**config.mk**
```make
export PLATFORM = sky130hd
export DESIGN_NAME = circular_deque
export DESIGN_NICKNAME = d
export VERILOG_FILES = /design/src/rtl/cdq_pkg.sv /design/src/rtl/circular_deque.sv /design/src/rtl/cdq_cell.sv /design/src/rtl/cdq_or_tree.sv
export SDC_FILE = /design/constraint.sdc
export NUM_CORES = 1
export LEC_CHECK = 0
export BUFFER_PORTS_ARGS = -buffer_cell sky130_fd_sc_hd__buf_2
export CAP_MARGIN = 5
export CORE_ASPECT_RATIO = 1.25
export CORE_MARGIN = 10
export CORE_UTILIZATION = 45
export DETAILED_ROUTE_END_ITERATION = 10
export GPL_TIMING_DRIVEN = 0
export PLACE_DENSITY = 0.58
export SLEW_MARGIN = 25
export SYNTH_ARGS = -nofsm -noshare
export SYNTH_HDL_FRONTEND = slang
export SYNTH_SLANG_ARGS = --single-unit
export TNS_END_PERCENT = 30
```
**constraint.sdc**
```tcl
create_clock -name clk -period 4.85 [get_ports clk]
set_clock_uncertainty 0.05 [all_clocks]
set_input_delay 0.7275 -clock clk [delete_from_list [all_inputs] [get_ports clk]]
set_output_delay 0.7275 -clock clk [all_outputs]
set_load 0.005 [all_outputs]
```
**src/rtl/cdq_pkg.sv**
```systemverilog
package cdq_pkg;

  localparam int DATA_W        = 32;
  localparam int DEPTH_DEFAULT = 8;
  localparam int OP_W          = 3;
  localparam int STATUS_W      = 2;
  localparam int OCC_W         = 4;
  localparam int IN_TDATA_W    = 40;
  localparam int OUT_TDATA_W   = 72;

  typedef logic signed [DATA_W-1:0] word_t;

  typedef enum logic [OP_W-1:0] {
    OP_QUERY      = 3'd0,
    OP_PUSH_FRONT = 3'd1,
    OP_PUSH_REAR  = 3'd2,
    OP_POP_FRONT  = 3'd3,
    OP_POP_REAR   = 3'd4
  } op_t;

  typedef enum logic [STATUS_W-1:0] {
    ST_DONE  = 2'd0,
    ST_FULL  = 2'd1,
    ST_EMPTY = 2'd2
  } status_t;

  typedef struct packed {
    logic shift_right;
    logic shift_left;
    logic push_rear;
    logic pop_rear;
  } cell_ctrl_t;

endpackage

```
**src/rtl/circular_deque.sv**
```systemverilog
// Double-ended queue of signed 32-bit words, DEPTH entries deep.
// Input channel in_*: one transaction per operation. in_tdata carries the
// operation code and the word to push. Codes 5 to 7 behave as a query.
// Output channel out_*: one transaction per operation with the status,
// the front and rear words after the operation (zero while empty), the
// occupancy and the empty and full flags.
// The words sit in a row of cells, front word in the first cell. A push or
// pop at the front shifts the whole row by one place; the rear end moves
// by marking one cell. The rear word is gathered by a registered OR tree
// of clog2(DEPTH) levels, which an operation waits for before its result
// is loaded. A new operation is taken in the cycle after the previous
// result has been loaded into the output register, so the deque takes no
// new operation while the previous one is still in flight.
// Reset empties the deque and drops any pending result; the stored words
// are not cleared. When the receiver stalls, the result holds in the
// output register and a finished operation waits until it can be loaded.
module circular_deque #(
  parameter int DEPTH = cdq_pkg::DEPTH_DEFAULT
) (
  input  logic                            clk,
  input  logic                            rst_n,
  input  logic                            in_tvalid,
  output logic                            in_tready,
  // [2:0] operation, [34:3] value, [39:35] zero
  input  logic [cdq_pkg::IN_TDATA_W-1:0]  in_tdata,
  output logic                            out_tvalid,
  input  logic                            out_tready,
  // [1:0] status, [33:2] front_value, [65:34] rear_value,
  // [69:66] occupancy, [70] is_empty, [71] is_full
  output logic [cdq_pkg::OUT_TDATA_W-1:0] out_tdata
);

  localparam int LEVELS  = (DEPTH > 1) ? $clog2(DEPTH) : 1;
  localparam int LEAVES  = 1 << LEVELS;
  localparam int CNT_W   = $clog2(DEPTH + 1);
  localparam int PHASE_W = $clog2(LEVELS + 2);
  localparam int DW      = cdq_pkg::DATA_W;
  localparam int OW      = cdq_pkg::OCC_W;

  logic [cdq_pkg::OP_W-1:0] op_w;
  cdq_pkg::word_t           value_w;
  logic                     in_fire;
  logic                     is_push;
  logic                     is_pop;
  logic                     full_w;
  logic                     empty_w;
  cdq_pkg::status_t         status_w;
  cdq_pkg::cell_ctrl_t      ctrl_w;

  logic [CNT_W-1:0]         count_r;
  logic [CNT_W-1:0]         count_nxt;
  cdq_pkg::status_t         status_r;
  logic [PHASE_W-1:0]       phase_r;
  logic                     out_valid_r;
  logic [cdq_pkg::OUT_TDATA_W-1:0] out_data_r;
  logic                     load_w;

  cdq_pkg::word_t data_q  [DEPTH];
  logic           valid_q [DEPTH];
  cdq_pkg::word_t leaf_w  [LEAVES];
  cdq_pkg::word_t rear_w;
  cdq_pkg::word_t front_w;
  logic [CNT_W+OW-1:0] count_ext;

  assign op_w    = in_tdata[cdq_pkg::OP_W-1:0];
  assign value_w = in_tdata[cdq_pkg::OP_W+DW-1:cdq_pkg::OP_W];
  assign in_fire = in_tvalid && in_tready;
  assign full_w  = (count_r == CNT_W'(DEPTH));
  assign empty_w = (count_r == '0);

  always_comb begin
    is_push = 1'b0;
    is_pop  = 1'b0;
    unique case (op_w)
      cdq_pkg::OP_PUSH_FRONT, cdq_pkg::OP_PUSH_REAR: is_push = 1'b1;
      cdq_pkg::OP_POP_FRONT, cdq_pkg::OP_POP_REAR:   is_pop  = 1'b1;
      default: ;
    endcase
  end

  always_comb begin
    status_w = cdq_pkg::ST_DONE;
    if (is_push && full_w) begin
      status_w = cdq_pkg::ST_FULL;
    end else if (is_pop && empty_w) begin
      status_w = cdq_pkg::ST_EMPTY;
    end
  end

  always_comb begin
    ctrl_w    = '0;
    count_nxt = count_r;
    if (in_fire && status_w == cdq_pkg::ST_DONE) begin
      unique case (op_w)
        cdq_pkg::OP_PUSH_FRONT: begin
          ctrl_w.shift_right = 1'b1;
          count_nxt          = count_r + 1'b1;
        end
        cdq_pkg::OP_PUSH_REAR: begin
          ctrl_w.push_rear = 1'b1;
          count_nxt        = count_r + 1'b1;
        end
        cdq_pkg::OP_POP_FRONT: begin
          ctrl_w.shift_left = 1'b1;
          count_nxt         = count_r - 1'b1;
        end
        cdq_pkg::OP_POP_REAR: begin
          ctrl_w.pop_rear = 1'b1;
          count_nxt       = count_r - 1'b1;
        end
        default: ;
      endcase
    end
  end

  for (genvar i = 0; i < DEPTH; i++) begin : g_cell
    cdq_pkg::word_t left_data;
    logic           left_valid;
    cdq_pkg::word_t right_data;
    logic           right_valid;

    if (i == 0) begin : g_first
      assign left_data  = value_w;
      assign left_valid = 1'b1;
    end else begin : g_mid_left
      assign left_data  = data_q[i-1];
      assign left_valid = valid_q[i-1];
    end

    if (i == DEPTH - 1) begin : g_last
      assign right_data  = '0;
      assign right_valid = 1'b0;
    end else begin : g_mid_right
      assign right_data  = data_q[i+1];
      assign right_valid = valid_q[i+1];
    end

    cdq_cell u_cell (
      .clk          (clk),
      .rst_n        (rst_n),
      .ctrl_i       (ctrl_w),
      .push_data_i  (value_w),
      .left_data_i  (left_data),
      .left_valid_i (left_valid),
      .right_data_i (right_data),
      .right_valid_i(right_valid),
      .data_o       (data_q[i]),
      .valid_o      (valid_q[i]),
      .rear_data_o  (leaf_w[i])
    );
  end

  for (genvar i = DEPTH; i < LEAVES; i++) begin : g_pad
    assign leaf_w[i] = '0;
  end

  cdq_or_tree #(
    .LEVELS(LEVELS)
  ) u_rear_tree (
    .clk   (clk),
    .leaf_i(leaf_w),
    .root_o(rear_w)
  );

  assign front_w   = valid_q[0] ? data_q[0] : '0;
  assign count_ext = {{OW{1'b0}}, count_r};
  assign load_w    = (phase_r == PHASE_W'(LEVELS + 1)) && (!out_valid_r || out_tready);
  assign in_tready = (phase_r == '0);

  always_ff @(posedge clk) begin
    if (!rst_n) begin
      count_r     <= '0;
      phase_r     <= '0;
      out_valid_r <= 1'b0;
      status_r    <= cdq_pkg::ST_DONE;
    end else begin
      count_r <= count_nxt;
      if (in_fire) begin
        status_r <= status_w;
        phase_r  <= PHASE_W'(1);
      end else if (load_w) begin
        phase_r <= '0;
      end else if (phase_r != '0 && phase_r != PHASE_W'(LEVELS + 1)) begin
        phase_r <= phase_r + 1'b1;
      end
      if (load_w) begin
        out_valid_r <= 1'b1;
      end else if (out_tready) begin
        out_valid_r <= 1'b0;
      end
    end
  end

  always_ff @(posedge clk) begin
    if (load_w) begin
      out_data_r <= {full_w, empty_w, count_ext[OW-1:0], rear_w, front_w, status_r};
    end
  end

  assign out_tvalid = out_valid_r;
  assign out_tdata  = out_data_r;

endmodule

```
**src/rtl/cdq_cell.sv**
```systemverilog
module cdq_cell (
  input  logic                clk,
  input  logic                rst_n,
  input  cdq_pkg::cell_ctrl_t ctrl_i,
  input  cdq_pkg::word_t      push_data_i,
  input  cdq_pkg::word_t      left_data_i,
  input  logic                left_valid_i,
  input  cdq_pkg::word_t      right_data_i,
  input  logic                right_valid_i,
  output cdq_pkg::word_t      data_o,
  output logic                valid_o,
  output cdq_pkg::word_t      rear_data_o
);

  cdq_pkg::word_t data_r;
  cdq_pkg::word_t data_nxt;
  logic           valid_r;
  logic           valid_nxt;

  always_comb begin
    data_nxt  = data_r;
    valid_nxt = valid_r;
    if (ctrl_i.shift_right) begin
      data_nxt  = left_data_i;
      valid_nxt = left_valid_i;
    end else if (ctrl_i.shift_left) begin
      data_nxt  = right_data_i;
      valid_nxt = right_valid_i;
    end else if (ctrl_i.push_rear) begin
      if (!valid_r && left_valid_i) begin
        data_nxt  = push_data_i;
        valid_nxt = 1'b1;
      end
    end else if (ctrl_i.pop_rear) begin
      if (valid_r && !right_valid_i) begin
        valid_nxt = 1'b0;
      end
    end
  end

  always_ff @(posedge clk) begin
    if (!rst_n) begin
      valid_r <= 1'b0;
    end else begin
      valid_r <= valid_nxt;
    end
  end

  always_ff @(posedge clk) begin
    data_r <= data_nxt;
  end

  assign data_o      = data_r;
  assign valid_o     = valid_r;
  assign rear_data_o = (valid_r && !right_valid_i) ? data_r : '0;

endmodule

```
**src/rtl/cdq_or_tree.sv**
```systemverilog
module cdq_or_tree #(
  parameter int LEVELS = 3
) (
  input  logic           clk,
  input  cdq_pkg::word_t leaf_i [1<<LEVELS],
  output cdq_pkg::word_t root_o
);

  localparam int LEAVES = 1 << LEVELS;

  cdq_pkg::word_t node_r [1:LEAVES-1];
  cdq_pkg::word_t leaf_w [LEAVES:2*LEAVES-1];

  always_comb begin
    for (int i = 0; i < LEAVES; i++) begin
      leaf_w[LEAVES+i] = leaf_i[i];
    end
  end

  always_ff @(posedge clk) begin
    for (int i = 1; i < LEAVES; i++) begin
      if (2*i >= LEAVES) begin
        node_r[i] <= leaf_w[2*i] | leaf_w[2*i+1];
      end else begin
        node_r[i] <= node_r[2*i] | node_r[2*i+1];
      end
    end
  end

  assign root_o = node_r[1];

endmodule

```
Word-level counts from Yosys, hierarchy flattened --
Memories as Yosys holds them, arrays and structs flattened. A register that Yosys moved wholly into a read port is not among the register bits. Cells that the tools add are included.
Word-level totals: ROM bits 0, memories kept 1, bits in latches 0, memory bits (writable) 224, register bits 346, input bits 44
Cells by class: multiply operators 0, div/mod/pow operators 0, muxes and demuxes 101, shift-type cells 0, bitwise operators 8, equal/unequal tests 15, reduce and logical (&&, ||, !) cells 65, add/sub/neg operators 3, magnitude comparators 0
Memory list:
- u_rear_tree.node_r | words 7, width 32, rd ports 7, clocked after memory_dff 1, wr ports 7, RTL line cdq_or_tree.sv:11 | cdq_pkg::word_t node_r [1:LEAVES-1];
Operator list (number):
- $mux W32 | 40
- $or A32 B32 Y32 | 7
- $mux W1 | 57
- $reduce_bool A4 Y1 | 8
- $reduce_bool A3 Y1 | 10
- $ne A4 B1 Y1 const B | 7
- $reduce_and A2 Y1 | 11
- $reduce_and A3 Y1 | 6
- $logic_and A1 B1 Y1 | 13
- $logic_not A1 Y1 | 8
- $pmux W4 S2 | 1
- $eq A3 B2 Y1 const B | 2
- $eq A3 B3 Y1 const B | 2
- $ne A3 B3 Y1 const B | 2
- $add A4 B1 Y4 const B | 1
- $eq A4 B4 Y1 const B | 1
- $logic_not A4 Y1 | 1
- $mux W2 | 2
- $mux W4 | 1
- $reduce_bool A2 Y1 | 2
- $reduce_or A2 Y1 | 2
- $sub A4 B1 Y4 const B | 1
- $add A3 B1 Y3 const B | 1
- $eq A3 B1 Y1 const B | 1
- other kinds (5) | 5

Longest topological paths before layout --
word-level depth 13, gate-level depth with buffers 10, depth with buffers taken out 7

Modules after synthesis --
From an unflattened synthesis, not the netlist that was laid out.
Second synthesis, totals: cells, all modules 2147, area total of the unflattened synthesis 24835.1 um^2
Modules (own cells, without submodules):
- cdq_cell | area an instance 1960.6 um^2, instances 8, cells an instance 186
- cdq_or_tree | area an instance 6125.9 um^2, instances 1, cells an instance 480
- circular_deque | area an instance 3024.2 um^2, instances 1, cells an instance 179

Worst setup path after synthesis --
OpenSTA, ideal clock, no wires.
path kind in2reg, from input port in_tdata[0] in the netlist's numbering, to register g_cell[0].u_cell.data_r[0], enable pin, setup time 0.432 ns, data required time 4.368 ns, path slack 0.943 ns, stages on the path 6, path buffers 2, arrival time 3.425 ns, path through nor2b_1 -> and3_4 -> buf_6 -> clkbuf_1 -> nor2_1 -> a21oi_1
On the way: longest elaborated chain between the ends 11, elaborated cells on any way between the ends 21
Ends and longest elaborated chain:
- start, declared | RTL line circular_deque.sv:25 | input logic [cdq_pkg::IN_TDATA_W-1:0] in_tdata,
- $eq A3 B2 Y1 or $eq A3 B3 Y1 (tied branches) | RTL line circular_deque.sv:74, circular_deque.sv:94
- $reduce_or A2 Y1 (no source line)
- $mux W1 | RTL line circular_deque.sv:74 | unique case (op_w)
- $logic_and A1 B1 Y1 | RTL line circular_deque.sv:85 | end else if (is_pop && empty_w) begin
- $mux W2 | RTL line circular_deque.sv:85
- $mux W2 | RTL line circular_deque.sv:83 | if (is_push && full_w) begin
- $logic_not A2 Y1 | RTL line circular_deque.sv:93 | if (in_fire && status_w == cdq_pkg::ST_DONE) begin
- $logic_and A1 B1 Y1 | RTL line circular_deque.sv:93
- $mux W4 * | RTL line circular_deque.sv:93
- $ne A3 B3 Y1 (no source line) or $reduce_bool A3 Y1 (tied branches)
- $reduce_and A2 Y1 (no source line) *
- end signal, assigned | RTL line cdq_cell.sv:50 | data_r <= data_nxt;
- end, declared | RTL line cdq_cell.sv:15 | cdq_pkg::word_t data_r;
Every way passes the cells marked *; elsewhere a longest branch is shown, timed or not. A chain may end at the register's enable or synchronous reset.

Final worst setup path --
from register phase_r[0], to register g_cell[7].u_cell.data_r[18], enable pin
On the way: longest elaborated chain between the ends 6, elaborated cells on any way between the ends 7
Ends and longest elaborated chain:
- start, declared | RTL line circular_deque.sv:53 | logic [PHASE_W-1:0] phase_r;
- start signal, assigned | RTL line circular_deque.sv:184 | phase_r <= phase_r + 1'b1;
- $logic_not A3 Y1 * | RTL line circular_deque.sv:168 | assign in_tready = (phase_r == '0);
- $logic_and A1 B1 Y1 * | RTL line circular_deque.sv:67 | assign in_fire = in_tvalid && in_tready;
- $logic_and A1 B1 Y1 * | RTL line circular_deque.sv:93
- $mux W4 * | RTL line circular_deque.sv:93
- $reduce_bool A3 Y1 (no source line)
- $reduce_and A2 Y1 (no source line) *
- end signal, assigned | RTL line cdq_cell.sv:50
- end, declared | RTL line cdq_cell.sv:15
Marks and branches as above.

==> impl_results.md <==
* Worst-Skew Late Latency at 600 ps
* Status: complete, no violations
* CTS Buf Count at 55
* Post-synthesis sequential area ratio at 0.699
* First-pass GRT wire length at 87100 um
* Hold path depth at 0
* Filler cells at 3878
* Hold Startpoint: u_rear_tree.node_r[1][2]
* Yosys cell types at 55
* CTS sink count at 570
* Chip Width at 213 um
* CTS Hold Bufs at 0
* Design area at 24500 um2
* Area growth, synth to finish at 16.6%
* Worst path slowest cell: nor3_2
* Detailed placement HPWL at 39300 um
* Die area at 55800 um2
* Most common cell after layout, fill and taps aside: edfxtp_1
* Slew HR at 0.313
* Root buffer cell: clkbuf_16
* Drt pass-1 iters at 5
* Fin. Hold Viols at 0
* Commonest non-fill, non-tap cells in the layout: 328 x edfxtp_1, 242 x dfxtp_1, 192 x a221o_1, 133 x buf_2, 131 x a22o_1
* Setup crit start kind: flip-flop
* Routed wire length at 58800 um
* Reg clk slew, reported paths at 60 ps
* Min cycle time layout at 4150 ps
* DRC viols at 0
* 1st-iter DRT viols at 1280
* R2R depth at 11
* Clk buf depth at 3
* CTS H-tree lvls at 2
* Reg area at 14700 um2
* Slew @ Worst Pin at 1030 ps
* Top_reg_cell synth: edfxtp_1
* GRT Residual Overflow at 0
* Register-to-Register Setup Slack at 700 ps
* Crit path DAT at 4410 ps
* # port buffers at 112
* Placed Area at 22800 um2
* Crit-path max cell delay at 780 ps
* Multi-input gate area at 5730 um2
* Asr flop ratio synth at 0
* Setup crit end kind: flip-flop
* Layout cells sized above 1 at 0.207
* Routed wire per std cell at 25.6 um
* CP Class: reg -> reg
* Final setup viols at 0
* Initial antenna violation count at 2
* Post-synth net total at 1522
* Post-Synthesis Cell Area at 21000 um2
* Pin count of the biggest net entering global routing at 49
* Hold Path Sink: out_tdata[36]
* Die height at 262 um
* Via density at 5.99
* # IOs at 118
* Setup TNS at 0 ps
* CP cell instances: inv_1 -> ha_1 -> buf_2 -> nand3b_1 -> nor3_2 -> buf_2 -> buf_1 -> nor3_1 -> nor2_4 -> buf_16 -> buf_16
* Initial Utilization at 0.456
* Number of flops mapped to enable cells by yosys at 328
* Global-route usage over all layers at 0.208
* Worst min path class: reg -> reg
* Resized Gates After CTS at 0
* Max Cap Violations at 0
* Unrepaired setup endpoints after global routing: no
* R2R Path End: g_cell[7].u_cell.data_o[18]
* Vias in the first global route at 13797
* GP Congestion at 0.897
* Final worst path period share at 0.856
* Count of final max-slew check failures at 0
* FMAX at 241 MHz
* #FFs+latches synth at 570
* Crit path max fanout at 12
* Yosys warns at 0
* Synthesized area per cell at 14.3 um2
* Leak at 9.43 nW
* # nets final at 1709
* TritonCTS clock tree: built
* RR Startpoint: phase_r[0]
* Final ANT Viol Nets at 0
* Synthesized instance count at 1473
* VDD IR max at 263 uV
* Post-CTS Setup Bufs at 0
* Critical path required time at 5110 ps
* Via count at 13731
* Power per cell area at 436 nW/um2
* Core Area at 46100 um2
* WHS at 348 ps
* Cell row count at 88
[synth_stat cells, types with 2 or more instances]
| cell type | count | area [um2] |
|---|---|---|
| a2111oi_0 | 4 | 35.0 |
| a21boi_0 | 4 | 30.0 |
| a21o_1 | 32 | 240 |
| a21oi_1 | 22 | 110 |
| a221o_1 | 192 | 1920 |
| a221oi_1 | 3 | 26.3 |
| a22o_1 | 131 | 1150 |
| a32oi_1 | 5 | 43.8 |
| and2_1 | 32 | 200 |
| and3_1 | 32 | 200 |
| and3b_1 | 3 | 26.3 |
| buf_1 | 3 | 11.3 |
| buf_2 | 21 | 105 |
| buf_6 | 12 | 135 |
| clkbuf_1 | 100 | 375 |
| dfxtp_1 | 242 | 4840 |
| edfxtp_1 | 328 | 9850 |
| ha_1 | 4 | 50.1 |
| inv_1 | 11 | 41.3 |
| mux2i_1 | 2 | 20.0 |
| nand2_1 | 105 | 394 |
| nand2b_1 | 9 | 56.3 |
| nand3_1 | 6 | 30.0 |
| nand3b_1 | 3 | 22.5 |
| nand4_1 | 3 | 18.8 |
| nor2_1 | 10 | 37.5 |
| nor2b_1 | 10 | 62.6 |
| nor3_1 | 8 | 40.0 |
| nor4_1 | 3 | 18.8 |
| o211a_1 | 2 | 20.0 |
| o211ai_1 | 4 | 30.0 |
| o21a_1 | 2 | 15.0 |
| o21ai_0 | 4 | 20.0 |
| o22ai_1 | 3 | 18.8 |
| or2_2 | 96 | 601 |
| xnor2_1 | 3 | 26.3 |
[flip-flops by register name, summed over array words and instances, names as in the netlist]
name / count
g_cell.u_cell.data_o: 256
out_tdata: 72
out_tvalid: 1
u_rear_tree.node_r: 224
status_r: 2
count_r: 4
phase_r: 3
g_cell.u_cell.valid_o: 8
[metrics by stage]
stage | worst slack, ps | power [mW] | util | cells
2_1_floorplan | 943 | 6.31 | - | 1473
3_3_place_gp | -1780 | 6.64 | 0.484 | 2170
3_5_place_dp | 702 | 6.70 | 0.494 | 2188
4_1_cts | 689 | 10.8 | 0.531 | 2290
5_1_grt | 559 | 11.1 | 0.531 | 2290
6_report | 700 | 10.7 | 0.531 | 2292
[worst max path at each step]
stage	endpoint	start	slack, ps	depth (start not counted)
after detailed placement	g_cell[7].u_cell.data_o[17]	in_tvalid	700	9
final	g_cell[7].u_cell.data_o[18]	phase_r[0]	700	11
after floorplan	g_cell[0].u_cell.data_o[0]	in_tdata[0]	940	6
after global routing	g_cell[6].u_cell.data_o[2]	phase_r[0]	560	10
after CTS	g_cell[6].u_cell.data_o[2]	phase_r[0]	690	10
after global placement	g_cell[1].u_cell.data_o[16]	in_tdata[2]	-1780	7
[power by group]
| group | internal (mW) | total, mW | switching, mW |
|---|---|---|---|
| Sequential | 5.46 | 5.56 | 0.0972 |
| Combinational | 0.451 | 1.05 | 0.596 |
| Clock | 2.29 | 4.10 | 1.81 |
[final cells by class]
type / instances / share of cell area
repair buffers: 130 / 0.0400
clock inverters: 21 / 0.00551
plain buffers: 136 / 0.0256
flip-flops and latches: 570 / 0.599
clock buffers: 81 / 0.0638
inverters: 11 / 0.00179
diodes: 2 / 0.000204
well taps: 585 / 0.0299
multi-input cells: 756 / 0.234
[logic make-up after synthesis]
kind of cell / after synthesis / synth area share
compound gates: 415 / 0.177
buf+inv: 147 / 0.0318
xor+xnor: 5 / 0.00274
flops: 570 / 0.699
fa+ha+maj: 5 / 0.00333
simple gates: 329 / 0.0854
mux: 2 / 0.000952
[metal layers]
metal | up-vias | share of wire | track usage
met2 | 650 | 0.49 | 0.351
met1 | 6838 | 0.40 | 0.261
li1 | 6120 | - | -
met5 | - | 0 | 0
met4 | 0 | 0.031 | 0.0736
met3 | 123 | 0.084 | 0.0447
[worst max-delay path: cells and delay by family (launching register included)]
kind,cells,cell delay [ps]
buffers and inverters,6,1700
and+or+nand+nor,4,1620
DFF,1,340
adders and majority gates,1,130
Power figures use the tool's default switching activity.
